## src/rtl/le_oob_ad_parser_assert.svh

```systemverilog
// le_oob_ad_parser_assert.svh: assertion macros shared by the parser RTL.
// Expects clk and rst_n in the module that includes it; define NO_ASSERTIONS to drop them.
`ifndef LE_OOB_AD_PARSER_ASSERT_SVH
`define LE_OOB_AD_PARSER_ASSERT_SVH
`ifndef NO_ASSERTIONS
// same-cycle implication
`define LEOOB_ASSERT_IMP(lbl, ante, cons) \
  lbl: assert property (@(posedge clk) disable iff (!rst_n) (ante) |-> (cons)) \
    else $error("le_oob_ad_parser: assertion violated");
// next-cycle implication
`define LEOOB_ASSERT_NXT(lbl, ante, cons) \
  lbl: assert property (@(posedge clk) disable iff (!rst_n) (ante) |=> (cons)) \
    else $error("le_oob_ad_parser: assertion violated");
`else
`define LEOOB_ASSERT_IMP(lbl, ante, cons)
`define LEOOB_ASSERT_NXT(lbl, ante, cons)
`endif
`endif

```

## src/rtl/leoob_pkg.sv

```systemverilog
// leoob_pkg: shared constants and types of the LE OOB AD parser.
// No dependencies; imported by leoob_parse, leoob_emit and le_oob_ad_parser.
package leoob_pkg;

  localparam int NAME_CAP   = 32;
  localparam int NAME_KEEP  = ((NAME_CAP - 1) < 31) ? (NAME_CAP - 1) : 31;
  localparam int NAME_BYTES = 32;
  localparam int NUM_WORDS  = 9;
  localparam int CNT_W      = $clog2(NUM_WORDS);

  typedef struct packed {
    logic [47:0]             addr;
    logic                    atype;
    logic [7:0]              role;
    logic [15:0]             app;
    logic [NAME_BYTES*8-1:0] name;
    logic [4:0]              nlen;
    logic [127:0]            conf;
    logic [127:0]            rnd;
    logic [5:0]              flags;
  } kept_t;

  typedef struct packed {
    logic  valid;
    kept_t data;
  } snap_load_t;

endpackage

```

## src/rtl/leoob_parse.sv

```systemverilog
// leoob_parse: length-type-value walker, stage buffer and kept record.
// Depends on leoob_pkg and le_oob_ad_parser_assert.svh.
`include "le_oob_ad_parser_assert.svh"

module leoob_parse import leoob_pkg::*; (
  input  logic       clk,
  input  logic       rst_n,
  input  logic       byte_take,
  input  logic [7:0] data_byte,
  input  logic       last_byte,
  output snap_load_t load
);

  localparam logic [7:0] AD_NAME_SHORT = 8'h08;
  localparam logic [7:0] AD_NAME_FULL  = 8'h09;
  localparam logic [7:0] AD_APPEARANCE = 8'h19;
  localparam logic [7:0] AD_ADDR       = 8'h1B;
  localparam logic [7:0] AD_ROLE       = 8'h1C;
  localparam logic [7:0] AD_CONFIRM    = 8'h22;
  localparam logic [7:0] AD_RANDOM     = 8'h23;
  localparam logic [7:0] ATYPE_MASK    = 8'h01;

  localparam int STAGE_DEPTH = 32;
  localparam int STAGE_AW    = $clog2(STAGE_DEPTH);

  localparam int FLAG_ADDR = 0;
  localparam int FLAG_ROLE = 1;
  localparam int FLAG_APP  = 2;
  localparam int FLAG_NAME = 3;
  localparam int FLAG_CONF = 4;
  localparam int FLAG_RND  = 5;

  typedef enum logic [2:0] {
    PH_LEN   = 3'b001,
    PH_TYPE  = 3'b010,
    PH_VALUE = 3'b100
  } phase_t;

  phase_t      phase_r, phase_nxt;
  logic [7:0]  left_r, left_nxt;
  logic [7:0]  type_r, type_nxt;
  logic [7:0]  pos_r, pos_nxt;
  logic [7:0]  stage_r   [STAGE_DEPTH];
  logic [7:0]  stage_nxt [STAGE_DEPTH];
  kept_t       kept_r, kept_nxt;
  logic        commit;
  logic        clear;

  assign clear = byte_take && last_byte;

  // walk the structure and stage the value byte
  always_comb begin
    phase_nxt = phase_r;
    left_nxt  = left_r;
    type_nxt  = type_r;
    pos_nxt   = pos_r;
    stage_nxt = stage_r;
    commit    = 1'b0;
    if (byte_take) begin
      unique case (phase_r)
        PH_LEN: begin
          if (data_byte != 8'd0) begin
            left_nxt  = data_byte;
            phase_nxt = PH_TYPE;
          end
        end
        PH_TYPE: begin
          type_nxt = data_byte;
          pos_nxt  = '0;
          left_nxt = left_r - 8'd1;
          if (left_r == 8'd1) begin
            commit    = 1'b1;
            phase_nxt = PH_LEN;
          end else begin
            phase_nxt = PH_VALUE;
          end
        end
        PH_VALUE: begin
          if (pos_r < STAGE_DEPTH) stage_nxt[pos_r[STAGE_AW-1:0]] = data_byte;
          pos_nxt  = pos_r + 8'd1;
          left_nxt = left_r - 8'd1;
          if (left_r == 8'd1) begin
            commit    = 1'b1;
            phase_nxt = PH_LEN;
          end
        end
        default: phase_nxt = PH_LEN;
      endcase
    end
  end

  // commit a finished structure into the kept record
  always_comb begin
    kept_nxt = kept_r;
    if (commit) begin
      unique case (type_nxt)
        AD_ADDR: begin
          if (pos_nxt >= 8'd7) begin
            for (int k = 0; k < 6; k++) kept_nxt.addr[8*k +: 8] = stage_nxt[5-k];
            kept_nxt.atype = |(stage_nxt[6] & ATYPE_MASK);
            kept_nxt.flags[FLAG_ADDR] = 1'b1;
          end
        end
        AD_ROLE: begin
          if (pos_nxt >= 8'd1) begin
            kept_nxt.role = stage_nxt[0];
            kept_nxt.flags[FLAG_ROLE] = 1'b1;
          end
        end
        AD_APPEARANCE: begin
          if (pos_nxt >= 8'd2) begin
            kept_nxt.app = {stage_nxt[1], stage_nxt[0]};
            kept_nxt.flags[FLAG_APP] = 1'b1;
          end
        end
        AD_NAME_SHORT, AD_NAME_FULL: begin
          kept_nxt.name = '0;
          for (int k = 0; k < NAME_BYTES; k++) begin
            if (k < NAME_KEEP && k < int'(pos_nxt)) kept_nxt.name[8*k +: 8] = stage_nxt[k];
          end
          kept_nxt.nlen = (int'(pos_nxt) < NAME_KEEP) ? pos_nxt[4:0] : 5'(NAME_KEEP);
          kept_nxt.flags[FLAG_NAME] = 1'b1;
        end
        AD_CONFIRM: begin
          if (pos_nxt >= 8'd16) begin
            for (int k = 0; k < 16; k++) kept_nxt.conf[8*k +: 8] = stage_nxt[k];
            kept_nxt.flags[FLAG_CONF] = 1'b1;
          end
        end
        AD_RANDOM: begin
          if (pos_nxt >= 8'd16) begin
            for (int k = 0; k < 16; k++) kept_nxt.rnd[8*k +: 8] = stage_nxt[k];
            kept_nxt.flags[FLAG_RND] = 1'b1;
          end
        end
        default: kept_nxt = kept_r;
      endcase
    end
  end

  always_comb begin
    load.valid = clear;
    load.data  = kept_nxt;
  end

  always_ff @(posedge clk) begin
    if (!rst_n || clear) begin
      phase_r <= PH_LEN;
      left_r  <= '0;
      type_r  <= '0;
      pos_r   <= '0;
      kept_r  <= '0;
    end else begin
      phase_r <= phase_nxt;
      left_r  <= left_nxt;
      type_r  <= type_nxt;
      pos_r   <= pos_nxt;
      kept_r  <= kept_nxt;
    end
  end

  always_ff @(posedge clk) begin
    stage_r <= stage_nxt;
  end

  `LEOOB_ASSERT_IMP(a_phase_onehot, 1'b1, $onehot(phase_r))
  `LEOOB_ASSERT_IMP(a_value_has_bytes, phase_r == PH_VALUE, left_r != 8'd0)
  `LEOOB_ASSERT_NXT(a_last_clears, clear, phase_r == PH_LEN && kept_r.flags == 6'd0)

endmodule

```

## src/rtl/leoob_emit.sv

```systemverilog
// leoob_emit: snapshot buffer and nine-word result sequencer.
// Depends on leoob_pkg and le_oob_ad_parser_assert.svh.
`include "le_oob_ad_parser_assert.svh"

module leoob_emit import leoob_pkg::*; (
  input  logic             clk,
  input  logic             rst_n,
  input  snap_load_t       load,
  output logic             load_free,
  output logic             out_valid,
  input  logic             out_ready,
  output logic [1:0]       out_kind,
  output logic [1:0]       out_word_index,
  output logic [63:0]      out_word,
  output logic [5:0]       out_present_flags,
  output logic             out_address_type,
  output logic [7:0]       out_role,
  output logic [15:0]      out_appearance,
  output logic [4:0]       out_name_length,
  output logic             out_last_result
);

  typedef enum logic [1:0] {
    KIND_ADDR = 2'd0,
    KIND_NAME = 2'd1,
    KIND_CONF = 2'd2,
    KIND_RND  = 2'd3
  } kind_t;

  localparam logic [CNT_W-1:0] LAST_CNT = CNT_W'(NUM_WORDS - 1);

  logic             full_r;
  logic [CNT_W-1:0] cnt_r;
  kept_t            snap_r;
  logic             word_take;
  logic             run_done;
  kind_t            kind;

  assign word_take = full_r && out_ready;
  assign run_done  = word_take && (cnt_r == LAST_CNT);
  assign load_free = !full_r || run_done;
  assign out_valid = full_r;

  always_ff @(posedge clk) begin
    if (!rst_n) begin
      full_r <= 1'b0;
      cnt_r  <= '0;
    end else if (load.valid) begin
      full_r <= 1'b1;
      cnt_r  <= '0;
    end else if (run_done) begin
      full_r <= 1'b0;
      cnt_r  <= '0;
    end else if (word_take) begin
      cnt_r <= cnt_r + CNT_W'(1);
    end
  end

  always_ff @(posedge clk) begin
    if (load.valid) snap_r <= load.data;
  end

  // select the word for the current count
  always_comb begin
    kind           = KIND_ADDR;
    out_word_index = 2'd0;
    out_word       = '0;
    unique case (cnt_r)
      4'd0: out_word = {16'h0000, snap_r.addr};
      4'd1: begin kind = KIND_NAME; out_word_index = 2'd0; out_word = snap_r.name[63:0];    end
      4'd2: begin kind = KIND_NAME; out_word_index = 2'd1; out_word = snap_r.name[127:64];  end
      4'd3: begin kind = KIND_NAME; out_word_index = 2'd2; out_word = snap_r.name[191:128]; end
      4'd4: begin kind = KIND_NAME; out_word_index = 2'd3; out_word = snap_r.name[255:192]; end
      4'd5: begin kind = KIND_CONF; out_word_index = 2'd0; out_word = snap_r.conf[63:0];    end
      4'd6: begin kind = KIND_CONF; out_word_index = 2'd1; out_word = snap_r.conf[127:64];  end
      4'd7: begin kind = KIND_RND;  out_word_index = 2'd0; out_word = snap_r.rnd[63:0];     end
      4'd8: begin kind = KIND_RND;  out_word_index = 2'd1; out_word = snap_r.rnd[127:64];   end
      default: out_word = '0;
    endcase
  end

  assign out_kind          = kind;
  assign out_present_flags = snap_r.flags;
  assign out_address_type  = snap_r.atype;
  assign out_role          = snap_r.role;
  assign out_appearance    = snap_r.app;
  assign out_name_length   = snap_r.nlen;
  assign out_last_result   = (cnt_r == LAST_CNT);

  `LEOOB_ASSERT_IMP(a_cnt_range, full_r, cnt_r <= LAST_CNT)
  `LEOOB_ASSERT_IMP(a_no_overrun, load.valid && full_r, run_done)
  `LEOOB_ASSERT_NXT(a_drain, run_done && !load.valid, !full_r)
  `LEOOB_ASSERT_NXT(a_cnt_step, word_take && !run_done && !load.valid, cnt_r == $past(cnt_r) + CNT_W'(1))

endmodule

```

## src/rtl/le_oob_ad_parser.sv

```systemverilog
// le_oob_ad_parser: top level of the LE OOB AD-structure parser.
// Depends on leoob_pkg, leoob_parse and leoob_emit.
//
// Usage:
//   Input channel (in_valid/in_ready): one payload byte per word, in_last_byte
//   marks a record's final byte. Bytes are taken one per cycle while in_ready.
//   Output channel (out_valid/out_ready): each record produces nine words in
//   order: address, name 0..3, confirm 0..1, random 0..1. Every word repeats
//   the scalar fields and presence flags; out_last_result marks the ninth.
//   Latency: the first word is valid the cycle after the last byte is taken;
//   the nine words then leave at one per cycle while the receiver is ready.
//   Throughput: one byte per cycle. The record is copied into a snapshot
//   buffer, so the next record's bytes are taken while words drain. A last
//   byte is held off (in_ready low) only while the previous run has not yet
//   delivered its final word; other bytes are never held.
//   Receiver stall: out_valid and the current word hold until out_ready.
//   Reset (rst_n low, synchronous): the parser expects a length byte, all
//   kept items and flags clear, and no word is pending.
//   After each record the parser returns to that same cleared state.

module le_oob_ad_parser import leoob_pkg::*; (
  input  logic        clk,
  input  logic        rst_n,
  input  logic        in_valid,
  output logic        in_ready,
  input  logic [7:0]  in_data_byte,
  input  logic        in_last_byte,
  output logic        out_valid,
  input  logic        out_ready,
  output logic [1:0]  out_kind,
  output logic [1:0]  out_word_index,
  output logic [63:0] out_word,
  output logic [5:0]  out_present_flags,
  output logic        out_address_type,
  output logic [7:0]  out_role,
  output logic [15:0] out_appearance,
  output logic [4:0]  out_name_length,
  output logic        out_last_result
);

  snap_load_t load;
  logic       load_free;
  logic       byte_take;

  // hold a last byte only while the snapshot buffer is still busy
  assign in_ready  = !in_last_byte || load_free;
  assign byte_take = in_valid && in_ready;

  leoob_parse u_parse (
    .clk       (clk),
    .rst_n     (rst_n),
    .byte_take (byte_take),
    .data_byte (in_data_byte),
    .last_byte (in_last_byte),
    .load      (load)
  );

  leoob_emit u_emit (
    .clk               (clk),
    .rst_n             (rst_n),
    .load              (load),
    .load_free         (load_free),
    .out_valid         (out_valid),
    .out_ready         (out_ready),
    .out_kind          (out_kind),
    .out_word_index    (out_word_index),
    .out_word          (out_word),
    .out_present_flags (out_present_flags),
    .out_address_type  (out_address_type),
    .out_role          (out_role),
    .out_appearance    (out_appearance),
    .out_name_length   (out_name_length),
    .out_last_result   (out_last_result)
  );

endmodule
```

## config.mk

```make
export PLATFORM = sky130hd
export DESIGN_NAME = le_oob_ad_parser
export DESIGN_NICKNAME = d
export VERILOG_FILES = /design/src/rtl/leoob_pkg.sv /design/src/rtl/leoob_parse.sv /design/src/rtl/leoob_emit.sv /design/src/rtl/le_oob_ad_parser.sv
export VERILOG_INCLUDE_DIRS = /design/src /design/src/rtl
export SDC_FILE = /design/constraint.sdc
export NUM_CORES = 2
export LEC_CHECK = 0
export BUFFER_PORTS_ARGS = -buffer_cell sky130_fd_sc_hd__buf_2
export CAP_MARGIN = 20
export CORE_MARGIN = 3
export CORE_UTILIZATION = 60
export CTS_CLUSTER_SIZE = 30
export DETAILED_ROUTE_END_ITERATION = 6
export GPL_TIMING_DRIVEN = 1
export PLACE_DENSITY = 0.76
export SYNTH_ARGS = -nofsm -noshare
export SYNTH_HDL_FRONTEND = slang
export SYNTH_SLANG_ARGS = --single-unit
```

## constraint.sdc

```tcl
create_clock -name clk -period 16.28 [get_ports clk]
set_input_delay 0.814 -clock clk [delete_from_list [all_inputs] [get_ports clk]]
set_output_delay 0.814 -clock clk [all_outputs]
set_load 0.03 [all_outputs]
```

## Yosys cells after proc, flatten, opt, wreduce, memory -nomap -nowiden

Cells that the tools add are included.

- Bits in registers: 1480
- Bits of input ports: 13
- Output and inout port bits: 107
- Logic and storage cells: 223

- Add/subtract/negate cells: 3
- Magnitude comparators: 39
- Eq/ne operators: 21
- Mux-type cells: 77
- Bitwise gates (word level): 2
- Reduce and logical (&&, ||, !) cells: 25

Operator list:

| kind | count |
|---|---|
| 256-bit two-way mux | 3 |
| 596-bit two-way mux | 1 |
| 64-bit one-hot mux with 9 select lines | 1 |
| 8-bit two-way mux | 38 |
| 261-bit two-way mux | 1 |
| 129-bit two-way mux | 2 |
| 256-bit bitwise mux | 1 |
| 128-bit two-way mux | 2 |
| 5-bit by 8-bit < comparator with 1-bit output (first input constant) | 15 |
| 49-bit two-way mux | 2 |
| 4-bit by 8-bit < comparator with 1-bit output (first input constant) | 8 |
| 8-bit demux with 5-bit select | 1 |
| 3-bit by 8-bit < comparator with 1-bit output (first input constant) | 4 |
| 16-bit two-way mux | 2 |
| 8-bit one-hot mux with 2 select lines | 2 |
| 8-bit by 5-bit equality test with 1-bit output (second input constant) | 3 |
| 4-bit by 3-bit equality test with 1-bit output (second input constant) | 4 |
| 8-bit by 4-bit equality test with 1-bit output (second input constant) | 2 |
| 8-bit by 6-bit equality test with 1-bit output (second input constant) | 2 |
| 1-bit by 8-bit < comparator with 1-bit output (first input constant) | 2 |
| 2-bit by 8-bit < comparator with 1-bit output (first input constant) | 2 |
| 1-bit two-way mux | 14 |
| 2-bit one-hot mux with 3 select lines | 2 |
| 3-bit two-way mux | 3 |
| other kinds (33) | 50 |

## Longest topological paths before layout

- Word-level depth: 12
- Gate-level depth with buffers: 17
- Gate-level depth less buffers: 11

## Hierarchy

From an unflattened synthesis, not the netlist that was laid out.

- Cell total of the unflattened synthesis: 5300
- Area, all modules: 57981.9 µm²

By module, submodules not included:

| module | instances | cells each | area an instance (µm²) | seq. area each (µm²) |
|---|---|---|---|---|
| leoob_parse | 1 | 4056 | 35555.4 | 17436.7 |
| leoob_emit | 1 | 1242 | 22404.0 | 17997.3 |
| le_oob_ad_parser | 1 | 2 | 22.5 | 0.0 |

## Worst setup path after synthesis

Ideal clock, no wire load.

- Kind: input port to flip-flop
- Start: input out_ready
- End: register u_emit.full_r (netlist: u_emit.out_valid)
- Setup time: 114 ps
- Arrival: 13992 ps
- Required time: 16166 ps
- Slack: 2174 ps
- Stages on the path: 7
- Buffers on the path: 2
- Cells stage by stage: and4b_1 > buf_2 > o21a_1 > buf_2 > nand2_1 > inv_1 > o21a_1

RTL lines:

| item | RTL line | RTL |
|---|---|---|
| start, declared | le_oob_ad_parser.sv:29 | `input logic out_ready,` |
| end signal, assigned | leoob_emit.sv:46 | `full_r <= 1'b0;` |
| end signal, assigned | leoob_emit.sv:49 | `full_r <= 1'b1;` |
| end signal, assigned | leoob_emit.sv:52 | `full_r <= 1'b0;` |
| end, declared | leoob_emit.sv:32 | `logic full_r;` |

==> flow_summary.ini <==
[cts]
cts-root-buf = clkbuf_16
cts_num_sinks = 1472
hold_buffers = 0
clk_latency_ns = 0.74
cts.reportedPaths.clkPinSlew_ns = 0.06
tritoncts = yes
post_cts_resize_count = 0
clockBufferDepth = 3
htree_levels = 4
post_cts_buffers = 0
cts_buffers = 143

[power]
sw_frac_of_total_pct = 21.3
ir_worst_vdd_uv = 108
totalPowerFinal_mw = 7.43
leakage_nw = 23.4
switching_power_mw = 1.58
powerDensity_nw_per_um2 = 120
p_comb_share_pct = 2.6
p_clk_share_pct = 45.0
p_seq_share_pct = 52.4
intPower_mw = 5.85

[logic_synthesis]
yosys_warnings = 0
yosysTopAreaCellShare_pct = 32.0
yosysTopAreaCell = edfxtp_1
yosysUniqueCellTypes = 70
synth_edf_count = 596
synth_flop_cell = dfxtp_1
synthCells = 5162
synth_seq_cells = 1472
syn-cell-area_um2 = 55900
synth_area_leaders = edfxtp_1 (32%), dfxtp_1 (31%), mux2i_1 (4.7%), a211oi_1 (4.1%), nand2_1 (3.7%)
seq_area_frac_synth_pct = 63.4
synth_area_per_cell_um2 = 10.8
syn_nets = 5185
async_flop_share_pct = 0

[routing]
routedWlPerCell_um = 23.9
drtAntennaViolNets = 0
first_pass_iters = 7
wl_mm = 155
drc_errors = 14
num_vias = 40600
viasPerCell = 6.26
drtIter0Drc = 5422

[global_route]
grt.overflow.total = 0
grt_first_pass_wirelength_mm = 232
antenna_found_initial = 5
grt_use_total_pct = 31.1
grt_max_degree = 193
grt_pass1_vias = 38700

[status]
violations = DRC
status = finished with violations

[critical_path]
crit_top_cell = buf_4
cp_cell_sequence = and4b_1 -> o21a_1 -> nand2_1 -> inv_8 -> buf_4 -> buf_4 -> buf_4 -> buf_16
cpPeakStageDelay_ns = 0.99
crit_arrival_ns = 7.02
crit_type = reg2reg
critPathMaxFanout = 131
end_kind = register
r2r_slack_ns = 9.65
worstPathRequired_ns = 16.67
critPathLaunchType = register
cp_slowest_cell = dfxtp_2

[timing]
hold_viol = 0
relSlewSlack_pct = 21.2
setup_tns_ns = 0
maxSlewViolCount = 0
worstMarginPinSlew_ns = 1.15
fin_skew_ns = 0.0222
finalCritPeriodShare_pct = 40.7
fmax_mhz = 151
post-route-min-period_ns = 6.63
final-setup-viol-count = 0
grt_setup_unrepaired = no

[floorplanning]
initial_utilization_pct = 60.7
boundaryPins = 120
die_x_um = 311
core_um2 = 92100
die_y_um = 311
rows = 111
die_area_um2 = 96900

[layout]
drive_gt1_share_pct = 9.51
nets = 5141
mostFrequentLayoutCells = dfxtp_1 (875), edfxtp_1 (596), nand2_1 (542)
diodes = 0
area_delta_synth_final_pct = 10.9
final_common_cell = dfxtp_1

[hold_path]
hold_path.class = in2reg

[place]
dp_hpwl_mm = 90.9
numPortBuffers = 119
gp_congestion = 0.957

[run]
drv_cap = 0
## layout make-up
type,instances,area (um^2)
clock buffer,216,4160
sequential,1472,35400
clock inverter,50,604
fill,6894,30100
tap,1243,1560
inverter,252,953
timing repair buffer,206,1320
multi-input combinational,3043,18000
## logic make-up after synthesis
logic type / share of synthesized area, %
AOI/OAI and AO/OA: 17.0
muxes: 5.14
adders and majority gates: 0.224
xor gates and xnor gates: 0.0157
and+or+nand+nor: 9.56
DFF: 63.4
buffers and inverters: 4.70
## power groups by stage
| stage | sequential (mW) | combinational (mW) | clock [mW] |
|---|---|---|---|
| floorplan | 4.01 | 0.121 | 0 |
| global placement | 3.97 | 0.189 | 0 |
| detailed placement | 3.97 | 0.192 | 0 |
| CTS | 3.89 | 0.192 | 3.36 |
| global route | 3.90 | 0.204 | 3.51 |
| finish | 3.89 | 0.196 | 3.34 |
## worst max-delay path: cells and delay by family, from the launching register on
family | cells | cell delay [ns]
AO/OA/AOI/OAI | 1 | 0.63
buffers and inverters | 5 | 3.47
flip-flops | 1 | 0.99
AND/OR/NAND/NOR | 2 | 0.97
## flip-flops by register name (all words and copies together) (netlist names)
register,cells
u_emit.out_appearance,16
u_parse.type_r,8
u_parse.left_r,8
u_emit.out_present_flags,6
u_emit.out_role,8
u_parse.phase_r,3
u_parse.pos_r,8
u_parse.kept_r,596
u_emit.out_address_type,1
u_emit.out_valid,1
u_parse.stage_r,248
u_emit.cnt_r,4
u_emit.snap_r,560
u_emit.out_name_length,5
## Yosys cell counts, drive strengths merged (10+ instances only)
cell,n
nand2,544
nand3b,12
or2,13
o21a,14
inv,252
nor4,11
buf,117
o211ai,13
o31ai,33
nor2,478
a211oi,305
o21ai,404
a22o,16
dfxtp,876
and3,13
a221oi,14
clkbuf,278
mux2,24
a222oi,26
nor3,22
mux2i,260
a221o,23
and2,42
a21oi,393
nand4,45
o2bb2ai,50
nand3,47
edfxtp,596
a22oi,162
ha,10
## per-stage QoR
step	instances	util (%)	instance area, um^2	hold slack, ns	setup WS, ns
global route	6482	67.3	62000	0.345	9.43
global placement	6207	62.0	57100	0.433	9.70
detailed placement	6210	62.0	57100	0.442	9.50
finish	6482	67.3	62000	0.349	9.65
floorplan	5162	-	55900	0.425	2.17
CTS	6476	67.2	61900	0.319	9.55
## metal layers
| layer | wire length, um | GRT usage (%) | up-vias |
|---|---|---|---|
| met5 | 35 | 0 | - |
| met4 | 7100 | 14.4 | 4 |
| met3 | 14100 | 5.39 | 395 |
| met2 | 72600 | 50.0 | 2055 |
| met1 | 60800 | 41.6 | 19700 |
| li1 | - | - | 18500 |
## final timing paths
path / start / endpoint / cells past startpoint
worst max-delay path: u_emit.cnt_r[3]$_SDFFE_PP0P_ / u_emit.snap_r[157]$_DFFE_PP_ / 8
worst min-delay path: rst_n / u_emit.out_valid$_SDFFE_PN0P_ / 2
worst max register to register: u_emit.cnt_r[3]$_SDFFE_PP0P_ / u_emit.snap_r[157]$_DFFE_PP_ / 8
worst min register to register: u_parse.kept_r[434]$_SDFF_PP0_ / u_parse.kept_r[434]$_SDFF_PP0_ / 2
Power figures use the tool's default switching activity.
